File: config.mk
export PLATFORM = sky130hd
export DESIGN_NAME = tbcm_ram
export DESIGN_NICKNAME = d
export VERILOG_FILES = /design/src/design/tbcm_ram.sv
export SDC_FILE = /design/constraint.sdc
export NUM_CORES = 1
export LEC_CHECK = 0
export BUFFER_PORTS_ARGS = -buffer_cell sky130_fd_sc_hd__buf_4
export CAP_MARGIN = 20
export CORE_AREA = 2 2 41 53
export CTS_CLUSTER_DIAMETER = 100
export CTS_CLUSTER_SIZE = 20
export DETAILED_ROUTE_END_ITERATION = 10
export DIE_AREA = 0 0 43 55
export PLACE_DENSITY = 0.73
export RECOVER_POWER = 25
export SYNTH_ARGS = -nofsm -noshare
export SYNTH_HDL_FRONTEND = slang
export SYNTH_SLANG_ARGS = --single-unit
File: constraint.sdc
create_clock -name clk -period 0.9 [get_ports clk]
set_input_delay 0.135 -clock clk [delete_from_list [all_inputs] [get_ports clk]]
set_output_delay 0.135 -clock clk [all_outputs]
set_load 0.05 [all_outputs]
File: src/design/tbcm_ram.sv
// Generic single-write, single-read RAM with registered read data.
module tbcm_ram #(
  parameter int W = 8,
  parameter int D = 2
) (
  input  logic                                clk,
  input  logic                                we,
  input  logic [((D > 1) ? $clog2(D) : 1)-1:0] waddr,
  input  logic [W-1:0]                        wdata,
  input  logic [((D > 1) ? $clog2(D) : 1)-1:0] raddr,
  output logic [W-1:0]                        rdata
);

  logic [W-1:0] mem [D];

  always_ff @(posedge clk) begin
    if (we) begin
      mem[waddr] <= wdata;
    end
    rdata <= mem[raddr];
  end

endmodule

### Word-level counts from Yosys, hierarchy flattened

Memory sizes are Yosys's and may differ from the RTL's. A register that Yosys moved wholly into a read port is not among the register bits.
Cells that the tools add are included.

| storage, ports and cells | value |
|---|---|
| flip-flop bits (word level) | 0 |
| memory bits (writable) | 16 |
| memories kept | 1 |
| input port bits | 12 |

Memory list:

| name | words | bits a word | rd ports | clocked after Yosys merged registers in | wr ports | line | RTL |
|---|---|---|---|---|---|---|---|
| mem | 2 | 8 | 1 | 1 | 1 | 14 | `logic [W-1:0] mem [D];` |

| operators by class | value |
|---|---|
| mux-type cells | 2 |

Operator list:

| cell | number |
|---|---|
| $mux 1 | 2 |

### Depth between registers and ports, before layout

Gate-level depths: netlist of run 1.

| depth | value |
|---|---|
| depth after elaboration | 2 |
| mapped depth | 2 |
| gate-level depth less buffers | 1 |

### Worst setup path after synthesis of run 1

Ideal clock, no wire load.

| path | value |
|---|---|
| path type | input -> register |
| from | input we |
| to | memory mem[0][0] (enable) |
| cell stages on the path | 1 |
| arrival | 0.555 ns |
| slack | -0.028 ns |
| path buffers | 0 |
| cells stage by stage | nor2b_1 |

| between the ends | value |
|---|---|
| cells in the longest elaborated chain, start to end | 2 |

RTL lines:

| what | line | RTL |
|---|---|---|
| start, declared | 7 | `input logic we,` |
| $mux 1 | 17 | `if (we) begin` |
| $mux 1 (not written as such) | 18 | `mem[waddr] <= wdata;` |
| end, declared | 14 |  |

Every way passes these cells.

### Final worst setup path of run 1

| path | value |
|---|---|
| from | register rdata[6], read port of mem |
| to | output rdata[6] |

RTL lines:

| what | line | RTL |
|---|---|---|
| start, declared | 11 | `output logic [W-1:0] rdata` |

No word-level cell between the ends.

==> results of run 1 <==
## final timing paths
kind                    endpoint  depth (start not counted)  slack [ns]
max reg2reg     rdata[5]$_DFF_P_                          1        0.14
min          mem[0][6]$_DFFE_PP_                          1        0.05
min reg2reg     rdata[2]$_DFF_P_                          1        0.48
max                     rdata[6]                          1       -0.01
## synthesized netlist by cell type (all sizes together)
master and count:
dfxtp 8, and2 1, nor2b 1, edfxtp 16, mux2 8, buf 1
## sequential cells by signal (all words and copies together), names as in the netlist
name	cells
rdata	8
mem	16
## power groups by stage
stage	Sequential (mW)	Clock [mW]	Combinational (mW)
2_1_floorplan	1.42	0	0.0766
3_3_place_gp	1.31	0	0.293
3_5_place_dp	1.31	0	0.299
4_1_cts	1.30	0.442	0.326
5_1_grt	1.31	0.493	0.344
6_report	1.30	0.424	0.331
## kinds of logic after synthesis
logic type             Yosys count
multiplexers                     8
buffers and inverters            1
flip-flops                      24
AND/OR/NAND/NOR                  2
## layer usage
layer / up-vias / GRT usage (%)
met5: - / 0
met2: 13 / 12.9
li1: 181 / -
met4: 0 / 4.55
met3: 2 / 1.95
met1: 165 / 9.59
## timing repair
item / in CTS / in global routing
hold buffers: 0 / 2
gates resized for setup: 18 / 1
hold endpoints to repair: 0 / 4
setup endpoints to repair: 8 / 8
## final cells by class
class,count,area share (%)
Sequential cell,24,61.8
Timing Repair Buffer,23,20.8
Multi-Input combinational cell,10,12.8
Clock buffer,3,2.14
Tap cell,20,2.38
## stage by stage
step                util [%]  worst slack (ns)  area [um^2]
detailed placement      50.7           -0.0321          958
CTS                     54.4           -0.0275         1030
finish                  55.6           -0.0120         1050
global placement        50.7            0.0176          958
floorplan                  -             0.142          787
global route            55.6           -0.0647         1050
==> run metrics, run 1 <==
status=complete, but fails checks; failing checks=negative setup slack; final hold slack=~0.045 ns; clk slew on worst S/H paths=0.11 ns; Antenna Nets Post-Route=0; crit-path leading delay family=flip-flops; post-synthesis adder-cell area fraction=0%; Setup crit end kind=output pin; vias in the first global route=approximately 310; Synth Area in Simple Gates=approximately 1.6%; highest metal used=met4; share of total power in the clock network=between 20% and 30%; Power, Total=~2 mW; most frequent cells in the layout=edfxtp_1 (16), clkbuf_4 (9), mux2_4 (8), dfxtp_2 (8), buf_4 (7); critical path launch point type=flop; Fin. Hold Viols=0; RSZ-0062 raised after global routing=yes; f_max=roughly 1100 MHz; sw frac=between 20% and 30%; share of layout cells above drive strength 1=between 60 and 70%; Non-Filler Instances=80; row cnt=18; synth warn=0; final slew viol count=0; WP data arrival=between 0.7 and 0.8 ns; Root Buffer=clkbuf_4; commonest non-fill, non-tap cell in the layout=edfxtp_1; postcts setup bufs=0; Max H-tree Level=1; Met3 Wirelength=roughly 54 um; VDD IR-drop max=approximately 1300 uV; crit path cell chain=buf_6; Synth area leaders=edfxtp_1 (61%), dfxtp_1 (20%), mux2_4 (15%); TritonCTS buffer count=3; Core Box Area=1890 um^2; worst hold path class=input pin to flop; Worst-Margin Slew=between 0.3 and 0.4 ns; Starting Density=around two fifths; Layout area overhead=34.1%; Total GRT Usage=7.87%; cell taking the most area after synthesis=edfxtp_1; CTS tree=yes; Sequential Area=around 650 um^2; vias per cell=~4.5; number of port buffers=19; Compound-Gate Fraction of Synth Area=0%; Clock Path Buffers=2; post-synthesis net count=47; WP buf/inv=1; placed cell count=between 70 and 80; HP Start=wdata[6]; total iterations of the first detailed-routing run=1; vias after detailed routing=361; cell area power density=1950 nW/um^2; GRT Residual Overflow=0; M1 WL=about 370 um; Seq cells post-synth=24; largest family of logic cells by synthesized area=multiplexers; Pint=about 1.6 mW; Slew headroom=roughly three quarters; register area share after synthesis=between 80% and 90%; Mapped Area=around 780 um^2; worst r2r src=mem[0][5]$_DFFE_PP_; critical path class=flop to output pin; later-pin clock latency in the skew report=0.29 ns; Largest stage delay, worst path=0.34 ns; Setup Viol. Count Final=8; clk_skew=between 0.0009 and 0.001 ns; switching pwr=~0.47 mW; mux cell area share after synthesis=15.3%; DRC=0; Synth top area share=slightly above 60%; Lkg Pwr=about 0.43 nW; CP required=around 0.76 ns; Final Worst Setup Slack=-0.0120 ns; height of the die=~55 um; io pins=20; CP Max Fanout=1; Routed WL per cell=11.3 um; initial drt markers=0; number of library cell types mapped by synthesis=6; chip width=about 43 um; multi-input logic area=about 140 um^2; pin count of the biggest net entering global routing=13; Comb pwr share=roughly 16%; Synth Instances=35; fill count=162; Clock Sinks=24; # diodes=0; antenna violations before repair=0; first-pass GRT wire length=between 1000 and 1500 um; Routability Congestion=0.648; Final min period=around 0.9 ns; Synth Area in XOR/XNOR=0%; Post-Route WL=between 900 and 1000 um; Slowest-stage cell, CP=dfxtp_2; final net count=74; die area=between 2000 and 2500 um^2; Tcrit/Tclk final=101%; Mean Syn Cell Area=22.4 um^2; launch point of the worst path=rdata[6]$_DFF_P_; Reg power frac=a little over three fifths; Max Cap Violations=0; setup_tns=-0.0854 ns; metal2 WL=474 um
Power figures use the tool's default switching activity.
==> run 2: changes to the inputs <==
--- a/config.mk
+++ b/config.mk
@@ -7,12 +7,12 @@
 export LEC_CHECK = 0
 export BUFFER_PORTS_ARGS = -buffer_cell sky130_fd_sc_hd__buf_4
 export CAP_MARGIN = 20
-export CORE_AREA = 2 2 41 53
+export CORE_AREA = 2 2 61 51
 export CTS_CLUSTER_DIAMETER = 100
 export CTS_CLUSTER_SIZE = 20
 export DETAILED_ROUTE_END_ITERATION = 10
-export DIE_AREA = 0 0 43 55
-export PLACE_DENSITY = 0.73
+export DIE_AREA = 0 0 63 53
+export PLACE_DENSITY = 0.55
 export RECOVER_POWER = 25
 export SYNTH_ARGS = -nofsm -noshare
 export SYNTH_HDL_FRONTEND = slang
==> run metrics, run 2 (synthesis gave the netlist of run 1 again) <==
status=complete, but fails checks; failing checks=negative setup slack; switching pwr=0.495 mW (+6.0%); Post-Route WL=1140 um (+26%); Pint=1.62 mW (+2.2%); Max H-tree Level=1 (unchanged); height of the die=53 um (-3.6%); setup_tns=-0.184 ns (-0.0991 ns); fill count=255 (+57%); share of layout cells above drive strength 1=58.2% (-10 points); total iterations of the first detailed-routing run=2 (+1); CP required=0.76 ns (about the same); Routed WL per cell=10.8 um (-4.3%); Antenna Nets Post-Route=0 (unchanged); WP depth=1 (unchanged); sw frac=23.4% (+0.65 points); Setup crit end kind=output pin; first-pass GRT wire length=1810 um (+38%); antenna violations before repair=0 (unchanged); share of total power in the clock network=21.9% (+1.2 points); VDD IR-drop max=797 uV (-39%); Worst-Margin Slew=0.493 ns (+0.129 ns); launch point of the worst path=rdata[2]$_DFF_P_; CTS tree=yes; Largest stage delay, worst path=0.34 ns (about the same); Tcrit/Tclk final=103% (+1.9 points); f_max=1080 MHz (-1.9%); final hold slack=0.201 ns (+0.156 ns); Met3 Wirelength=71 um (+31%); Clock Path Buffers=2 (unchanged); critical path launch point type=flop; vias in the first global route=403 (+28%); clk slew on worst S/H paths=0.12 ns (about the same); commonest non-fill, non-tap cell in the layout=edfxtp_1; final net count=80 (+8.1%); critical path class=flop to output pin; Comb pwr share=16.8% (+0.7 points); final slew viol count=0 (unchanged); M1 WL=524 um (+42%); Final Worst Setup Slack=-0.0293 ns (-0.0173 ns); RSZ-0062 raised after global routing=yes; Setup Viol. Count Final=8 (unchanged); Core Box Area=2700 um^2 (+43%); WP data arrival=0.79 ns (about the same); io pins=20 (unchanged); most frequent cells in the layout=edfxtp_1 (16), buf_4 (10), mux2_4 (8), dlygate4sd3_1 (8), dfxtp_2 (8); DRC=0 (unchanged); worst r2r src=mem[0][2]$_DFFE_PP_; worst reg2reg path depth=1 (unchanged); Starting Density=29.0% (-12 points); Reg power frac=61.3% (-1.9 points); die area=3340 um^2 (+41%); later-pin clock latency in the skew report=0.30 ns (about the same); Max Cap Violations=0 (unchanged); R2R setup slack=0.14 ns (about the same); WP buf/inv=1 (unchanged); Slowest-stage cell, CP=dfxtp_2; vias per cell=3.75 (-17%); Root Buffer=clkbuf_4; # diodes=0 (unchanged); row cnt=17 (-1); cell area power density=1860 nW/um^2 (-4.5%); Layout area overhead=44.7%; TritonCTS buffer count=3 (unchanged); utilization after layout=42.0% (-14 points); pre-CTS setup slack=0.0675 ns (+0.0996 ns); metal2 WL=528 um (+11%); worst hold path class=input pin to flop; multi-input logic area=135 um^2 (unchanged); highest metal used=met4; CP Max Fanout=1 (unchanged); chip width=63 um (+47%); pin count of the biggest net entering global routing=14 (+1); GRT Residual Overflow=0 (unchanged); number of port buffers=19 (unchanged); crit-path leading delay family=flip-flops; Fin. Hold Viols=0 (unchanged); reg2reg end=rdata[2]$_DFF_P_; Sequential Area=651 um^2 (unchanged); Clock Sinks=24 (unchanged); CP endpoint=rdata[2]; largest reg by FF count=mem; Total GRT Usage=7.86% (about the same); Largest regs=mem (16), rdata (8); vias after detailed routing=394 (+9.1%); Slew headroom=67.1% (-8.6 points); crit path cell chain=buf_6; Final min period=0.929 ns (+0.0173 ns); initial drt markers=2 (+2); Largest register FFs=16 (unchanged); Lkg Pwr=0.446 nW (+4.7%); clk_skew=0.00559 ns (+0.00461 ns); Routability Congestion=0.585 (-9.7%)
## run 2: power groups by stage
stage	Sequential [mW]	Combinational, mW	Clock (mW)
6_report	1.30	0.355	0.463
5_1_grt	1.31	0.371	0.551
4_1_cts	1.30	0.360	0.503
3_5_place_dp	1.31	0.309	0
3_3_place_gp	1.31	0.307	0
2_1_floorplan	1.42	0.0766	0
## run 2: timing repair
item,in CTS,in global routing
buffers inserted,0,0
resized for setup,18,2
hold buffers,7,1
endpoints found under the hold margin,14,2
setup endpoints to repair,8,8
## run 2: cell type report
cell class / count / share of cell area, %
timing repair buffer: 29 / 24.3
sequential: 24 / 57.3
tap: 38 / 4.19
multi-input combinational: 10 / 11.9
clock buffer: 4 / 2.32
## run 2: worst min path at each step
stage / cells after the start / startpoint / endpoint
after floorplan: 0 / wdata[0] / mem[0][0]$_DFFE_PP_
after global placement: 1 / wdata[3] / mem[0][3]$_DFFE_PP_
after detailed placement: 1 / wdata[3] / mem[0][3]$_DFFE_PP_
after CTS: 1 / wdata[0] / mem[0][0]$_DFFE_PP_
after global routing: 2 / raddr / rdata[4]$_DFF_P_
final: 2 / raddr / rdata[4]$_DFF_P_
## run 2: layer usage
metal,global-route usage (%),up-vias
met1,8.12,183
met3,4.89,2
met5,0,-
li1,-,193
met2,12.4,16
met4,4.44,0
## run 2: per-stage QoR
step           power (mW)  std cells  instance area (um^2)
6_report             2.12        105                  1130
5_1_grt              2.23        105                  1130
4_1_cts              2.16        104                  1140
3_5_place_dp         1.62         93                   993
3_3_place_gp         1.61         93                   993
2_1_floorplan        1.50         35                   787
==> run 3: changes to the inputs <==
--- a/config.mk
+++ b/config.mk
@@ -13,7 +13,6 @@
 export DETAILED_ROUTE_END_ITERATION = 10
 export DIE_AREA = 0 0 63 53
 export PLACE_DENSITY = 0.55
-export RECOVER_POWER = 25
 export SYNTH_ARGS = -nofsm -noshare
 export SYNTH_HDL_FRONTEND = slang
 export SYNTH_SLANG_ARGS = --single-unit
==> constraint.sdc (replaced) <==
create_clock -name clk -period 0.8 [get_ports clk]
set_input_delay 0.12 -clock clk [delete_from_list [all_inputs] [get_ports clk]]
set_output_delay 0.12 -clock clk [all_outputs]
set_load 0.05 [all_outputs]
==> run metrics, run 3 (synthesis gave the netlist of run 1 again) <==
status=complete, but fails checks; failing checks=negative setup slack; placed cell count=93 (unchanged); Worst-Margin Slew=0.156 ns (-0.337 ns); most frequent cells in the layout=edfxtp_1 (16), buf_4 (12), mux2_4 (8), dlygate4sd3_1 (8), dfxtp_2 (8); cell area power density=2080 nW/um^2 (+12%); Core Box Area=2700 um^2 (unchanged); critical path launch point type=flop; first-pass GRT wire length=1770 um (-2.6%); CP required=0.68 ns (-0.08 ns); GRT Residual Overflow=0 (unchanged); Root Buffer=clkbuf_4; VDD IR-drop max=940 uV (+18%); Routability Congestion=0.585 (unchanged); Layout area overhead=47.2%; Largest regs=mem (16), rdata (8); initial drt markers=3 (+1); f_max=approximately 1100 MHz; Clock Path Buffers=2 (unchanged); Routed WL per cell=10.6 um (-2.2%); setup_tns=-0.926 ns (-0.741 ns); Starting Density=29.0% (unchanged); RSZ-0062 raised after global routing=yes; Max H-tree Level=1 (unchanged); DRC=0 (unchanged); pin count of the biggest net entering global routing=14 (unchanged); total iterations of the first detailed-routing run=2 (unchanged); crit path cell chain=buf_6; WP data arrival=0.80 ns (about the same); Lkg Pwr=0.458 nW (+2.8%); commonest non-fill, non-tap cell in the layout=edfxtp_1; CP Max Fanout=1 (unchanged); height of the die=53 um (unchanged); final hold slack=0.181 ns (-0.0198 ns); Setup Viol. Count Final=8 (unchanged); final slew viol count=0 (unchanged); Setup crit end kind=output pin; row cnt=17 (unchanged); Final min period=between 0.9 and 1 ns; chip width=63 um (unchanged); io pins=20 (unchanged); critical path class=flop to output pin; Antenna Nets Post-Route=0 (unchanged); Total GRT Usage=7.63% (-0.24 points); Non-Filler Instances=105 (unchanged); CTS tree=yes; clk slew on worst S/H paths=0.12 ns (about the same); Max Cap Violations=0 (unchanged); number of port buffers=19 (unchanged); utilization after layout=42.8% (+0.74 points); Tcrit/Tclk final=115%; later-pin clock latency in the skew report=0.31 ns (about the same); vias per cell=3.68 (-2.0%); share of layout cells above drive strength 1=61.2% (+3.0 points); worst hold path class=input pin to flop; die area=3340 um^2 (unchanged); TritonCTS buffer count=3 (unchanged); Largest register FFs=16 (unchanged); vias in the first global route=385 (-4.5%); crit-path leading delay family=flip-flops; Power, Total=2.40 mW (+14%); Slowest-stage cell, CP=dfxtp_2; Post-Route WL=1110 um (-2.2%); antenna violations before repair=0 (unchanged); # diodes=0 (unchanged); Largest stage delay, worst path=0.34 ns (about the same); postcts setup bufs=0 (unchanged); WP buf/inv=1 (unchanged); Slew headroom=89.6% (+22 points); Fin. Hold Viols=0 (unchanged); final net count=80 (unchanged); Final Worst Setup Slack=-0.119 ns (-0.0901 ns); largest reg by FF count=mem; Clock Sinks=24 (unchanged); clk_skew=0.00245 ns (-0.00314 ns); vias after detailed routing=386 (-2.0%)
## run 3: cell count changes in the layout (fill, tap and decap cells not counted)
cell | previous run | this run
clkbuf_4 | 4 | 3
and2_0 | 1 | 0
buf_12 | 0 | 1
and2_1 | 0 | 1
buf_4 | 10 | 12
clkbuf_1 | 3 | 1
## run 3: per-stage QoR
step	worst slack (ns)	cell area, um^2
2_1_floorplan	0.0567	787
3_3_place_gp	-0.00159	993
3_5_place_dp	-0.0177	993
4_1_cts	-0.142	1150
5_1_grt	-0.166	1150
6_report	-0.119	1150
## run 3: per-layer routing
layer / wire length [um] / track usage, %
met1: 490 / 8.52
met4: 11 / 3.33
met3: 84 / 4.89
met2: 524 / 11.5
met5: 0 / 0
## run 3: area by class of cell
class	count	area, um^2
Clock buffer	4	26.3
Multi-Input combinational cell	10	135
Timing Repair Buffer	29	295
Fill cell	251	1550
Sequential cell	24	651
Tap cell	38	47.5
## run 3: timing repair
item                                    in CTS  in global routing
pin swaps                                    0                  0
hold endpoints to repair                    16                  0
hold buffers                                 8                  0
endpoints found under the setup margin       8                  8
gates resized for setup                     18                  2
## run 3: path summary, 6_finish.rpt
kind                            start               end  slack [ns]  cells after the start
setup / recovery     rdata[2]$_DFF_P_          rdata[2]       -0.12                      1
setup reg to reg  mem[0][7]$_DFFE_PP_  rdata[7]$_DFF_P_        0.05                      1
hold reg to reg   mem[0][5]$_DFFE_PP_  rdata[5]$_DFF_P_        0.48                      1
hold / removal                  raddr  rdata[4]$_DFF_P_        0.18                      2
## run 3: where the power goes
part	leakage [nW]	switching, mW	internal [mW]
Clock	0.0150	0.339	0.195
Combinational	0.226	0.199	0.213
Sequential	0.218	0.0322	1.43
Total	0.458	0.570	1.83
