`src/design/tbcm_pkg.sv`:
```
// Shared types, constants and codes of the token bucket color meter.
package tbcm_pkg;

  localparam int NUM_METERS     = 1024;
  localparam int RATE_FRAC_BITS = 16;

  localparam int CMD_W    = 2;
  localparam int SEL_W    = 2;
  localparam int IDX_W    = 10;
  localparam int TIME_W   = 48;
  localparam int VAL_W    = 32;
  localparam int COLOR_W  = 2;
  localparam int COUNT_W  = 64;
  localparam int NUM_CNT  = 3;

  localparam int MEM_DEPTH = (NUM_METERS < (1 << IDX_W)) ? NUM_METERS : (1 << IDX_W);
  localparam int ADDR_W    = (MEM_DEPTH > 1) ? $clog2(MEM_DEPTH) : 1;

  localparam int DVD_W  = VAL_W + RATE_FRAC_BITS;
  localparam int OPA_W  = (TIME_W > DVD_W) ? TIME_W : DVD_W;
  localparam int PROD_W = OPA_W + VAL_W;
  localparam int STEP_W = $clog2(OPA_W + 1);

  localparam logic [CMD_W-1:0] CMD_EXEC  = 2'd0;
  localparam logic [CMD_W-1:0] CMD_SET   = 2'd1;
  localparam logic [CMD_W-1:0] CMD_RESET = 2'd2;

  localparam logic [SEL_W-1:0] SEL_YELLOW = 2'd1;
  localparam logic [SEL_W-1:0] SEL_RED    = 2'd2;

  localparam logic [COLOR_W-1:0] COLOR_GREEN = 2'd0;

  typedef struct packed {
    logic              valid;
    logic [VAL_W-1:0]  rate;
    logic [VAL_W-1:0]  burst;
    logic [VAL_W-1:0]  tokens;
    logic [TIME_W-1:0] last;
  } bucket_t;

  localparam int BKT_W = $bits(bucket_t);

  typedef struct packed {
    logic             start;
    logic             is_div;
    logic [OPA_W-1:0] opa;
    logic [VAL_W-1:0] opb;
  } arith_req_t;

  typedef struct packed {
    logic              done;
    logic [PROD_W-1:0] result;
  } arith_rsp_t;

  typedef enum logic [3:0] {
    ST_CLEAR,
    ST_IDLE,
    ST_READ,
    ST_DECODE,
    ST_LOAD,
    ST_MUL,
    ST_REFILL,
    ST_DIV,
    ST_CHARGE,
    ST_COUNT
  } state_t;

endpackage

```
`src/design/tbcm_arith.sv`:
```
// Iterative shift-add multiplier and restoring divider, one bit per cycle.
module tbcm_arith (
  input  logic                   clk,
  input  logic                   rst_n,
  input  tbcm_pkg::arith_req_t   req,
  output tbcm_pkg::arith_rsp_t   rsp
);
  import tbcm_pkg::*;

  logic              busy_r, busy_nxt;
  logic              done_r, done_nxt;
  logic              is_div_r, is_div_nxt;
  logic [STEP_W-1:0] step_r, step_nxt;
  logic [OPA_W-1:0]  a_r, a_nxt;
  logic [VAL_W-1:0]  b_r, b_nxt;
  logic [PROD_W-1:0] acc_r, acc_nxt;
  logic [OPA_W-1:0]  qr_r, qr_nxt;
  logic [VAL_W-1:0]  rem_r, rem_nxt;
  logic [VAL_W:0]    trial;
  logic [STEP_W-1:0] last_step;

  always_comb begin
    busy_nxt   = busy_r;
    done_nxt   = 1'b0;
    is_div_nxt = is_div_r;
    step_nxt   = step_r;
    a_nxt      = a_r;
    b_nxt      = b_r;
    acc_nxt    = acc_r;
    qr_nxt     = qr_r;
    rem_nxt    = rem_r;
    trial      = {rem_r, qr_r[OPA_W-1]};
    last_step  = is_div_r ? STEP_W'(OPA_W - 1) : STEP_W'(VAL_W - 1);
    if (req.start) begin
      busy_nxt   = 1'b1;
      is_div_nxt = req.is_div;
      step_nxt   = '0;
      a_nxt      = req.opa;
      b_nxt      = req.opb;
      acc_nxt    = '0;
      qr_nxt     = req.opa;
      rem_nxt    = '0;
    end else if (busy_r) begin
      if (is_div_r) begin
        if (trial >= {1'b0, b_r}) begin
          rem_nxt = VAL_W'(trial - {1'b0, b_r});
          qr_nxt  = {qr_r[OPA_W-2:0], 1'b1};
        end else begin
          rem_nxt = trial[VAL_W-1:0];
          qr_nxt  = {qr_r[OPA_W-2:0], 1'b0};
        end
      end else begin
        acc_nxt = {acc_r[PROD_W-2:0], 1'b0} + (b_r[VAL_W-1] ? PROD_W'(a_r) : '0);
        b_nxt   = {b_r[VAL_W-2:0], 1'b0};
      end
      step_nxt = step_r + 1'b1;
      if (step_r == last_step) begin
        busy_nxt = 1'b0;
        done_nxt = 1'b1;
      end
    end
  end

  always_ff @(posedge clk) begin
    if (!rst_n) begin
      busy_r <= 1'b0;
      done_r <= 1'b0;
    end else begin
      busy_r <= busy_nxt;
      done_r <= done_nxt;
    end
    is_div_r <= is_div_nxt;
    step_r   <= step_nxt;
    a_r      <= a_nxt;
    b_r      <= b_nxt;
    acc_r    <= acc_nxt;
    qr_r     <= qr_nxt;
    rem_r    <= rem_nxt;
  end

  assign rsp.done   = done_r;
  assign rsp.result = is_div_r ? PROD_W'(qr_r) : acc_r;

endmodule
```
`config.mk`:
```
export PLATFORM = sky130hd
export DESIGN_NAME = tbcm_arith
export DESIGN_NICKNAME = d
export VERILOG_FILES = /design/src/design/tbcm_pkg.sv /design/src/design/tbcm_arith.sv
export SDC_FILE = /design/constraint.sdc
export NUM_CORES = 1
export LEC_CHECK = 0
export ABC_AREA = 1
export BUFFER_PORTS_ARGS = -buffer_cell sky130_fd_sc_hd__buf_2
export CAP_MARGIN = 20
export CORE_ASPECT_RATIO = 0.8
export CORE_MARGIN = 2
export CORE_UTILIZATION = 40
export DETAILED_ROUTE_END_ITERATION = 6
export GPL_TIMING_DRIVEN = 1
export RECOVER_POWER = 25
export SYNTH_ARGS = -nofsm -noshare
export SYNTH_HDL_FRONTEND = slang
export SYNTH_SLANG_ARGS = --single-unit
```
`constraint.sdc`:
```
create_clock -name clk -period 2.5 [get_ports clk]
set_clock_uncertainty 0.2 [all_clocks]
set_input_delay 0.375 -clock clk [delete_from_list [all_inputs] [get_ports clk]]
set_output_delay 0.375 -clock clk [all_outputs]
set_load 0.01 [all_outputs]
```
-- Yosys cells after proc, flatten, opt, wreduce, memory -nomap -nowiden
Cells that the tools add are included.
- word-level logic and storage cells: 40
- register bits: 249
- bits in latches: 0
- memories kept: 0
- output and inout port bits: 81
- memory bits (writable): 0
- memory bits (read-only): 0
- bits of input ports: 84
- eq/ne operators: 2
- mux-type cells: 15
- divide/modulo/power cells: 0
- shift operators: 0
- reductions and logical operators: 7
- multipliers: 0
- bitwise operators: 3
- add/subtract/negate cells: 3
- magnitude comparators: 1
- operators by type and width (kind ; count):
    $mux W48 ; 4
    $mux W32 ; 4
    $add A80 B48 Y80 ; 1
    $mux W80 ; 1
    $ge A33 B32 Y1 ; 1
    $sub A32 B32 Y32 ; 1
    $reduce_and A2 Y1 ; 4
    $add A6 B1 Y6 const B ; 1
    $eq A6 B6 Y1 ; 1
    $mux W6 ; 1
    $mux W1 ; 5
    $reduce_bool A2 Y1 ; 2
    $not A1 Y1 ; 3
    $reduce_or A3 Y1 ; 1
    $ne A2 B2 Y1 const B ; 1

-- Depth between registers and ports, before layout
Gate-level depths: netlist (run 1).
- word-level depth: 5
- gate-level depth with buffers: 20
- mapped depth without buffers: 19

-- Worst setup path before layout (run 1)
No wires, ideal clock.
- path type: register to register
- start point: register is_div_r
- end point: register rem_r[30]
- setup time: 0.113 ns
- arrival: 2.416 ns
- path slack: -0.230 ns
- required time: 2.187 ns
- clock period less this slack: 2.730 ns
- buffers on the path: 2
- stages on the path, launching flop included: 8
- cells stage by stage: edfxtp_1 clkbuf_1 nand2_1 nand2_1 inv_1 clkbuf_1 nand2_1 nand2_1
- cells in the longest elaborated chain, start to end: 1
- ends and longest elaborated chain (item ; line ; RTL):
    start: declaration ; tbcm_arith.sv:12 ; logic is_div_r, is_div_nxt;
    start signal: assignment ; tbcm_arith.sv:72 ; is_div_r <= is_div_nxt;
    $reduce_and A2 Y1 (no line) ; - ;
    end signal: assignment ; tbcm_arith.sv:78 ; rem_r <= rem_nxt;
    end: declaration ; tbcm_arith.sv:18 ; logic [VAL_W-1:0] rem_r, rem_nxt;
Every way passes these cells.
A chain may end at the register's enable or synchronous reset.

-- Final worst setup path (run 1)
- start point: register b_r[31]
- end point: register acc_r[29]
- cells in the longest elaborated chain, start to end: 2
- ends and longest elaborated chain (item ; line ; RTL):
    start: declaration ; tbcm_arith.sv:15 ; logic [VAL_W-1:0] b_r, b_nxt;
    start signal: assignment ; tbcm_arith.sv:75 ; b_r <= b_nxt;
    $mux W48 ; tbcm_arith.sv:53 ; acc_nxt = {acc_r[PROD_W-2:0], 1'b0} + (b_r[VAL_W-1] ? PROD_W'(a_r) : '0);
    $add A80 B48 Y80 ; tbcm_arith.sv:53 ;
    end signal: assignment ; tbcm_arith.sv:76 ; acc_r <= acc_nxt;
    end: declaration ; tbcm_arith.sv:16 ; logic [PROD_W-1:0] acc_r, acc_nxt;
Every way passes these cells.

==> impl_metrics.ini, run 1 <==
[sta]
post-route-period-util_pct = 116
setup_ws_ns = -0.392
hold_violations = 0
max_slew_margin_pct = 36.4
holdWs_ns = 0.0148
worst_pin_slew_ns = 0.954
slew_viol_final = 0
fmax_mhz = 346
period_needed_ns = 2.89
setup_viol = 138
rsz0062_at_grt = yes

[setup_path]
cp.arrival_ns = 3.17
start_kind = flip-flop
crit_slowest_cell = edfxtp_1
crit_type = flip-flop to flip-flop
cp_max_fo = 17
cp-end-kind = flip-flop
cp_common_cell = inv_1
r2r_start = b_r[31]
cp.required_ns = 2.78
endpoint = acc_r[29]
r2r_cells = 17
r2r_end = acc_r[29]
critPathMaxStageDelay_ns = 0.41
crit_chain = buf_4 -> clkbuf_16 -> nand2_1 -> inv_1 -> ha_4 -> nand2_4 -> nor2_4 -> inv_1 -> nor2_2 -> inv_1 -> nor2_1 -> nand2_2 -> nand3_4 -> xor2_1 -> buf_4 -> o21ai_0 -> inv_1
r2r_slack_ns = -0.39
startpoint = b_r[31]

[routing]
avgViaCountPerCell = 4.98
ant_nets = 0
drt_iter0_drc = 1671
wl_um = 69800
drc_errors = 0
drt-pass1-iter-count = 5
routedWlPerCell_um = 17.0
vias = 20400

[clocking]
htree_levels = 1
cts_num_sinks = 249
clkLatencyLatePin_ns = 0.59
cts_buffers = 28
cts_tree = built
cts_buffer_depth = 3
cts.reportedPaths.clkPinSlew_ns = 0.06
root_buffer = clkbuf_16

[place]
dpl.hpwl_um = 53300
port_buffers = 164
place_inst = 3946
gp_congestion = 0.975

[power_and_ir_drop]
p_per_area_mw_per_mm2 = 468
power_frac_seq_pct = 39.6
peakVddDrop_v = 0.000554
p_clk_share_pct = 35.4
power.switching_mw = 3.83
p_sw_share_pct = 31.3
comb_power_share_pct = 25.0
p_leak_nw = 13.5
intPower_mw = 8.39

[floorplan]
die_w_um = 245
fp.dieH_um = 196
die_area_sq_mm = 0.0480
core_area_sq_mm = 0.0457
fp-row-count = 70
initial_core_util_pct = 40.5
boundaryPins = 165

[run_status]
status = finished with violations
violations = setup timing

[synthesis]
synth_area_per_cell_sq_um = 6.20
ys_ff_latch = 249
yosys.area.top_type_share_pct = 22.4
async_flop_share_pct = 0
yosys-top-cells-area = nand2_1 (22%), edfxtp_1 (21%), dfxtp_1 (13%), inv_1 (12%), ha_1 (5.4%)
synth_edf_count = 129
syn_nets = 3154
ys_types = 41
yosys_warnings = 0
yosysSeqAreaShare_pct = 33.9
synth_area_sq_mm = 0.0185
dominantRegCellSynth = edfxtp_1
syn_inst = 2988
yosys.area.top_type = nand2_1

[global_route]
grt_pass1_vias = 18900
grt_pass1_wl_um = 105000
grtUsageTotal_pct = 27.7
grt_max_degree = 77
grt_overflow = 0
antenna_found_initial = 1

[min_path]
worstHoldPathType = primary input to flip-flop

[finish]
final-seq-area_sq_mm = 0.00628
finalNetCount = 3634
final_common_cell = nand2_1
n_antenna_cell = 0
drive_above_1_share_pct = 24.9
syn2layout_area_growth_pct = 41.1
final_cell_mix = nand2_1 (925), inv_1 (552), buf_4 (250)
final_util_pct = 57.1
fillerInstances = 4488
multi_input_area_sq_mm = 0.0120
stdcell_count = 4102

[flow_run]
max_cap_violations = 0
==> Yosys cell counts, types with 7 or more instances <==
| cell | n |
|---|---|
| nand2_1 | 1105 |
| inv_1 | 569 |
| nor2_1 | 247 |
| o21ai_0 | 187 |
| nand3_1 | 181 |
| edfxtp_1 | 129 |
| a21oi_1 | 128 |
| dfxtp_1 | 120 |
| ha_1 | 80 |
| clkbuf_1 | 57 |
| xor2_1 | 36 |
| nand4_1 | 25 |
| nor3_1 | 17 |
| xnor2_1 | 15 |
| buf_2 | 11 |
| nand3b_1 | 10 |
| o21bai_1 | 8 |
| buf_1 | 7 |
| nor4_1 | 7 |
==> registers in the layout, indices dropped and copies added (netlist names) <==
register / count
acc_r: 80
rem_r: 32
step_r: 6
b_r: 32
busy_r: 1
a_r: 48
qr_r: 48
is_div_r: 1
done_r: 1
==> metrics by stage <==
step	total power [mW]	instance area, sq um	setup TNS (ns)	setup WS, ns
final	12.2	26100	-25.70	-0.392
after floorplan	6.18	18500	0	0.00139
after global routing	12.7	26100	-45.75	-0.507
after global placement	7.22	21900	-35.56	-0.599
after CTS	11.8	24400	-16.51	-0.406
after detailed placement	7.26	21900	-38.70	-0.609
==> area by class of cell <==
cell class	instances	share of cell area, %
Multi-Input combinational cell	2088	46.0
Sequential cell	249	24.0
Timing Repair Buffer	529	15.3
Inverter	572	8.22
Clock buffer	37	2.97
Tap cell	612	2.93
Clock inverter	15	0.632
==> worst min-delay path by stage <==
| stage | startpoint | to | slack (ns) | depth (start not counted) |
|---|---|---|---|---|
| floorplan | rem_r[31] | rem_r[31] | 0.23 | 2 |
| global placement | rem_r[31] | rem_r[31] | 0.24 | 2 |
| detailed placement | rem_r[31] | rem_r[31] | 0.25 | 2 |
| CTS | req[31] | b_r[31] | 0.01 | 3 |
| global route | req[31] | b_r[31] | 0.01 | 3 |
| finish | req[31] | b_r[31] | 0.01 | 3 |
==> kinds of logic after synthesis <==
group / count (synthesis) / synth area share [%]
compound gates: 344 / 9.64
xor+xnor: 51 / 2.41
fa+ha+maj: 82 / 5.62
buf+inv: 651 / 13.4
flops: 249 / 33.9
simple gates: 1611 / 35.0
==> layer usage <==
metal | track usage, % | vias to the layer above | wire length (um)
met5 | 0 | - | 0
met4 | 5.15 | 0 | 1510
met3 | 4.07 | 86 | 4980
met1 | 43.6 | 9511 | 34900
li1 | - | 10200 | -
met2 | 40.0 | 649 | 28400
==> power by group through the flow <==
stage	logic [mW]	registers, mW	clock network (mW)
final	3.05	4.84	4.33
after global routing	3.33	4.87	4.54
after CTS	2.62	4.81	4.40
after detailed placement	2.37	4.89	0
after global placement	2.34	4.88	0
after floorplan	1.36	4.82	0
==> critical path: cells and delay by family, from the launching register on <==
family	cells	cell delay, ns
buffers and inverters	7	0.77
xor gates and xnor gates	1	0.10
and+or+nand+nor	7	0.83
DFF	1	0.41
adders and majority gates	1	0.31
AOI/OAI and AO/OA	1	0.14
==> repair_timing <==
item,CTS,global route
hold buffers,82,0
gates cloned,0,4
endpoints found under the setup margin,118,141
pin swaps,10,78
buffers inserted,0,18
gates resized for setup,178,418
endpoints found under the hold margin,130,0
Note: power is estimated with default switching activity, not from simulation.
==> run 2, diff against run 1 <==
--- a/config.mk
+++ b/config.mk
@@ -13,6 +13,7 @@
 export CORE_UTILIZATION = 40
 export DETAILED_ROUTE_END_ITERATION = 6
 export GPL_TIMING_DRIVEN = 1
+export MAX_ROUTING_LAYER = met4
 export RECOVER_POWER = 25
 export SYNTH_ARGS = -nofsm -noshare
 export SYNTH_HDL_FRONTEND = slang
==> constraint.sdc (replaced) <==
create_clock -name clk -period 2.4 [get_ports clk]
set_clock_uncertainty 0.2 [all_clocks]
set_input_delay 0.36 -clock clk [delete_from_list [all_inputs] [get_ports clk]]
set_output_delay 0.36 -clock clk [all_outputs]
set_load 0.01 [all_outputs]
==> impl_metrics.ini, run 2 (synthesis results as in run 1) <==
[run_status]
status = finished with violations
violations = capacitance limit, slew limit, setup timing

[place]
pre_cts_slack_ns = -0.898
dpl_cell_area_sq_mm = 0.0224
port_buffers = 164
gp_congestion = 1.01
dpl.hpwl_um = 53600

[setup_path]
cp.arrival_ns = 3.22
crit_type = flip-flop to flip-flop
start_kind = flip-flop
cp-end-kind = flip-flop
crit_chain = buf_6 -> buf_12 -> nand2_4 -> inv_4 -> ha_4 -> inv_2 -> fa_2 -> nand3b_1 -> nand2_2 -> buf_6 -> nand4_1 -> nand3_2 -> nand3_2 -> nand2_4 -> nand2_2 -> nand2_1 -> nand3_1 -> nand2_1 -> inv_1
cp.required_ns = 2.69
cp_max_fo = 5
critPathMaxStageDelay_ns = 0.40
r2r_cells = 19
crit_slowest_cell = fa_2

[sta]
setup_viol = 118
setup_ws_ns = -0.525
slew_viol_final = 74
hold_violations = 0
fmax_mhz = 342
period_needed_ns = 2.93
post-route-period-util_pct = 122
rsz0062_at_grt = yes
max_slew_margin_pct = -9.23
worst_pin_slew_ns = 1.64

[finish]
drive_above_1_share_pct = 30.1
largest_reg_flops = 80
top_register = acc_r
n_antenna_cell = 0
fillerInstances = 4420
syn2layout_area_growth_pct = 47.2
reg_top3 = acc_r x80, a_r x48, qr_r x48
finalNetCount = 3681
final_cell_mix = nand2_1 (875), inv_1 (519), buf_4 (286)
design_area_sq_mm = 0.0272
final_common_cell = nand2_1

[global_route]
grt_overflow = 0
grt_pass1_vias = 19800
grtUsageTotal_pct = 29.3
grt_pass1_wl_um = 108000
grt_max_degree = 78
antenna_found_initial = 0

[routing]
drc_errors = 0
wl_um = 70400
avgViaCountPerCell = 4.95
drt_iter0_drc = 1399
routedWlPerCell_um = 17.0
ant_nets = 0
drt-pass1-iter-count = 6
vias = 20600

[floorplan]
fp-row-count = 70
fp.dieH_um = 196
die_area_sq_mm = 0.0480
initial_core_util_pct = 40.5
boundaryPins = 165
die_w_um = 245
core_area_sq_mm = 0.0457

[clocking]
cts_tree = built
cts_buffers = 30
cts.reportedPaths.clkPinSlew_ns = 0.08
root_buffer = clkbuf_16
cts_buffer_depth = 3
clkLatencyLatePin_ns = 0.64
cts_num_sinks = 249
htree_levels = 1

[power_and_ir_drop]
peakVddDrop_v = 0.000633
power_frac_seq_pct = 37.9
p_clk_share_pct = 37.0
comb_power_share_pct = 25.1
p_per_area_mw_per_mm2 = 488
p_leak_nw = 14.1
p_sw_share_pct = 31.2
intPower_mw = 9.15
power.switching_mw = 4.15

[flow_run]
max_cap_violations = 1

[min_path]
worstHoldPathType = primary input to flip-flop
worstHoldPathCells = 2
run 2: cell count changes in the layout (fill, tap and decap cells not counted), moves of 16 or more:
cell      change
inv_2        +30
nand2_1      -50
clkbuf_1     -29
nand2_2      +32
nand3_1      -16
nand2_4      +17
buf_2        +27
inv_1        -33
buf_4        +36
run 2: layer usage:
| layer | global-route usage (%) | up-vias | wire length [um] |
|---|---|---|---|
| li1 | - | 10300 | - |
| met1 | 41.0 | 9634 | 33000 |
| met2 | 46.5 | 551 | 32000 |
| met3 | 2.75 | 82 | 3950 |
| met4 | 5.62 | 0 | 1470 |
| met5 | - | - | 0 |
run 2: layout make-up:
type / count / area, sq um / share of cell area (%)
multi-input cells: 2088 / 12600 / 46.2
flip-flops and latches: 249 / 6280 / 23.0
clock inverters: 18 / 250 / 0.918
repair buffers: 574 / 4410 / 16.2
clock buffers: 38 / 801 / 2.94
well taps: 612 / 766 / 2.81
inverters: 572 / 2150 / 7.91
run 2: path summary, 6_finish.rpt:
check,startpoint,slack [ns],to
max,b_r[31],-0.53,acc_r[69]
min,req[81],0.14,a_r[17]
max reg2reg,b_r[31],-0.53,acc_r[69]
min reg2reg,rem_r[31],0.25,rem_r[31]
run 2: power by group through the flow:
stage	logic [mW]	clock network [mW]	registers [mW]
global route	3.64	5.15	5.07
finish	3.34	4.92	5.05
CTS	3.04	4.99	5.04
floorplan	1.45	0	5.03
detailed placement	2.57	0	5.10
global placement	2.53	0	5.09
run 2: metrics by stage:
stage | TNS, ns | hold slack, ns | util, % | total power, mW | instances
floorplan | -0.164 | 0.226 | - | 6.49 | 2988
global placement | -40.57 | 0.243 | 49.0 | 7.62 | 3980
detailed placement | -42.84 | 0.243 | 49.0 | 7.66 | 3980
CTS | -35.88 | 0.0219 | 56.5 | 13.1 | 4129
global route | -46.89 | 0.188 | 59.6 | 13.9 | 4151
finish | -27.96 | 0.142 | 59.6 | 13.3 | 4151
run 2: what timing repair did:
item	4_1_cts	5_1_grt
pin swaps	31	117
buffers inserted	8	24
hold buffers	82	0
hold endpoints to repair	130	0
gates resized for setup	327	397
cloned	3	0
setup endpoints to repair	144	186
run 2: worst max-delay path: cells and delay by family, from the launching register on:
| family | cells | cell delay [ns] |
|---|---|---|
| buffers and inverters | 6 | 0.55 |
| adder cells (fa/ha/maj) | 2 | 0.53 |
| flip-flops | 1 | 0.38 |
| AND/OR/NAND/NOR | 11 | 1.12 |
==> run 3, diff against run 2 <==
--- a/config.mk
+++ b/config.mk
@@ -5,7 +5,6 @@
 export SDC_FILE = /design/constraint.sdc
 export NUM_CORES = 1
 export LEC_CHECK = 0
-export ABC_AREA = 1
 export BUFFER_PORTS_ARGS = -buffer_cell sky130_fd_sc_hd__buf_2
 export CAP_MARGIN = 20
 export CORE_ASPECT_RATIO = 0.8
@@ -13,7 +12,6 @@
 export CORE_UTILIZATION = 40
 export DETAILED_ROUTE_END_ITERATION = 6
 export GPL_TIMING_DRIVEN = 1
-export MAX_ROUTING_LAYER = met4
 export RECOVER_POWER = 25
 export SYNTH_ARGS = -nofsm -noshare
 export SYNTH_HDL_FRONTEND = slang
==> impl_metrics.ini, run 3 <==
[place]
port_buffers = 164
place_inst = 2684
dpl_cell_area_sq_mm = 0.0202
dpl.hpwl_um = 34600
gp_congestion = 0.905
pre_cts_slack_ns = -1.20

[routing]
wl_um = 51000
drc_errors = 0
routedWlPerCell_um = 17.8
drt_iter0_drc = 1049
avgViaCountPerCell = 5.32
vias = 15200
drt-pass1-iter-count = 5
ant_nets = 0

[clocking]
root_buffer = clkbuf_16
clkLatencyLatePin_ns = 0.56
htree_levels = 1
cts_buffer_depth = 3
cts.reportedPaths.clkPinSlew_ns = 0.06
cts_buffers = 29
cts_num_sinks = 249
cts_tree = built

[floorplan]
initial_core_util_pct = 40.5
die_area_sq_mm = 0.0403
die_w_um = 224
fp.dieH_um = 180
fp-row-count = 64
core_area_sq_mm = 0.0382
boundaryPins = 165

[synthesis]
synth_area_sq_mm = 0.0155
synth_edf_count = 129
yosys.area.top_type = edfxtp_1
yosys_warnings = 0
yosysSeqAreaShare_pct = 40.6
yosys-top-cells-area = edfxtp_1 (25%), dfxtp_1 (16%), mux2_2 (7.1%), ha_1 (6.5%), nand2_1 (4.7%)
yosys-top-cells-count = nand2_1 (193), a21oi_1 (139), o21ai_0 (136), edfxtp_1 (129), dfxtp_1 (120)
async_flop_share_pct = 0
syn_nets = 1851
ys_ff_latch = 249
ys_types = 74
dominantRegCellSynth = edfxtp_1
syn_inst = 1685
yosys.area.top_type_share_pct = 25.0
synth_area_per_cell_sq_um = 9.18
post-synth-top-count-cell = nand2_1

[finish]
finalNetCount = 2512
stdcell_count = 2864
largest_reg_flops = 80
top_register = acc_r
final_util_pct = 63.1
syn2layout_area_growth_pct = 55.8
design_area_sq_mm = 0.0241
fillerInstances = 3086
final_common_cell = buf_4
final_cell_mix = buf_4 (414), nand2_1 (186), edfxtp_1 (129)
drive_above_1_share_pct = 41.6
reg_top3 = acc_r x80, a_r x48, qr_r x48

[min_path]
worstHoldPathCells = 3
worstHoldPathType = primary input to flip-flop

[sta]
fmax_mhz = 278
setup_ws_ns = -1.20
tns_ns = -89.73
hold_violations = 0
period_needed_ns = 3.60
post-route-period-util_pct = 150
max_slew_margin_pct = 27.5
holdWs_ns = 0.0463
slew_viol_final = 0
worst_pin_slew_ns = 1.09
rsz0062_at_grt = yes
setup_viol = 231

[setup_path]
cp_max_fo = 11
cp.arrival_ns = 3.87
start_kind = flip-flop
critPathMaxStageDelay_ns = 0.43
crit_type = flip-flop to flip-flop
crit_slowest_cell = edfxtp_1
cp-end-kind = flip-flop
crit_chain = buf_6 -> buf_8 -> and2_4 -> ha_4 -> buf_6 -> and3_4 -> nand4_1 -> a31oi_4 -> a311oi_4 -> a2bb2oi_4 -> a311oi_4 -> or4_4 -> or3_1 -> a311oi_1
cp.required_ns = 2.67
r2r_cells = 14

[global_route]
grt_pass1_wl_um = 75600
grt_pass1_vias = 14700
grtUsageTotal_pct = 22.9
grt_overflow = 0
antenna_found_initial = 2
grt_max_degree = 71

[run_status]
status = finished with violations
violations = setup timing

[power_and_ir_drop]
power_mw = 12.3
p_per_area_mw_per_mm2 = 509
peakVddDrop_v = 0.000580
p_leak_nw = 10.0

[flow_run]
max_cap_violations = 0
run 3: cell count changes after synthesis, moves of 20 or more:
cell      before  now
nand2_1     1105  193
inv_1        569   67
nor2_1       247   93
nand3_1      181   28
mux2_2         0   97
and2_1         3   55
o21ai_0      187  136
nor2b_1        0   44
xnor2_1       15   55
a211oi_1       0   25
a21o_1         4   25
and3_1         1   21
run 3: worst paths after layout:
| check | start | endpoint | slack (ns) |
|---|---|---|---|
| max reg2reg | b_r[31] | acc_r[79] | -1.20 |
| min | req[31] | b_r[31] | 0.05 |
| max | b_r[31] | acc_r[79] | -1.20 |
| min reg2reg | rem_r[31] | rem_r[31] | 0.27 |
run 3: report_power, final:
part | leakage, nW | internal, mW | switching (mW)
Clock | 0.458 | 2.57 | 1.89
Combinational | 7.31 | 1.50 | 1.37
Sequential | 2.25 | 4.79 | 0.151
Total | 10.0 | 8.86 | 3.41
run 3: layout make-up:
cell class | instances | area [sq um] | area share [%]
clock inverter | 19 | 183 | 0.758
timing repair buffer | 718 | 5740 | 23.8
tap | 495 | 619 | 2.57
antenna | 1 | 2.50 | 0.0104
multi-input combinational | 1281 | 10300 | 42.6
sequential | 249 | 6280 | 26.0
inverter | 67 | 255 | 1.06
clock buffer | 34 | 754 | 3.13
run 3: kinds of logic (layout without fill, tap and decap cells):
logic type | after synthesis | count (layout) | share of synthesized area (%)
compound gates | 457 | 457 | 18.4
other cells | 0 | 1 | 0
flops | 249 | 249 | 40.6
xor+xnor | 93 | 93 | 5.27
fa+ha+maj | 82 | 82 | 6.73
simple gates | 536 | 536 | 17.0
buf+inv | 155 | 838 | 3.96
mux | 113 | 113 | 8.10
run 3: timing repair:
item	CTS	global route
resized for setup	70	292
hold buffers	82	0
hold endpoints to repair	140	0
gates cloned	0	10
endpoints found under the setup margin	139	145
pin swaps	21	113
buffers inserted	8	32
run 3: critical path, delay by kind of cell (launching register included):
family,cells,cell delay (ns)
simple gates,5,1.28
compound gates,5,0.93
flops,1,0.43
buf+inv,3,0.41
fa+ha+maj,1,0.27
run 3: routing by layer:
metal,vias up,global-route usage [%],routed length [um]
met2,407,37.2,23200
met1,7342,32.7,24100
met3,58,2.94,2690
met4,2,4.53,953
li1,7426,-,-
met5,-,0,7
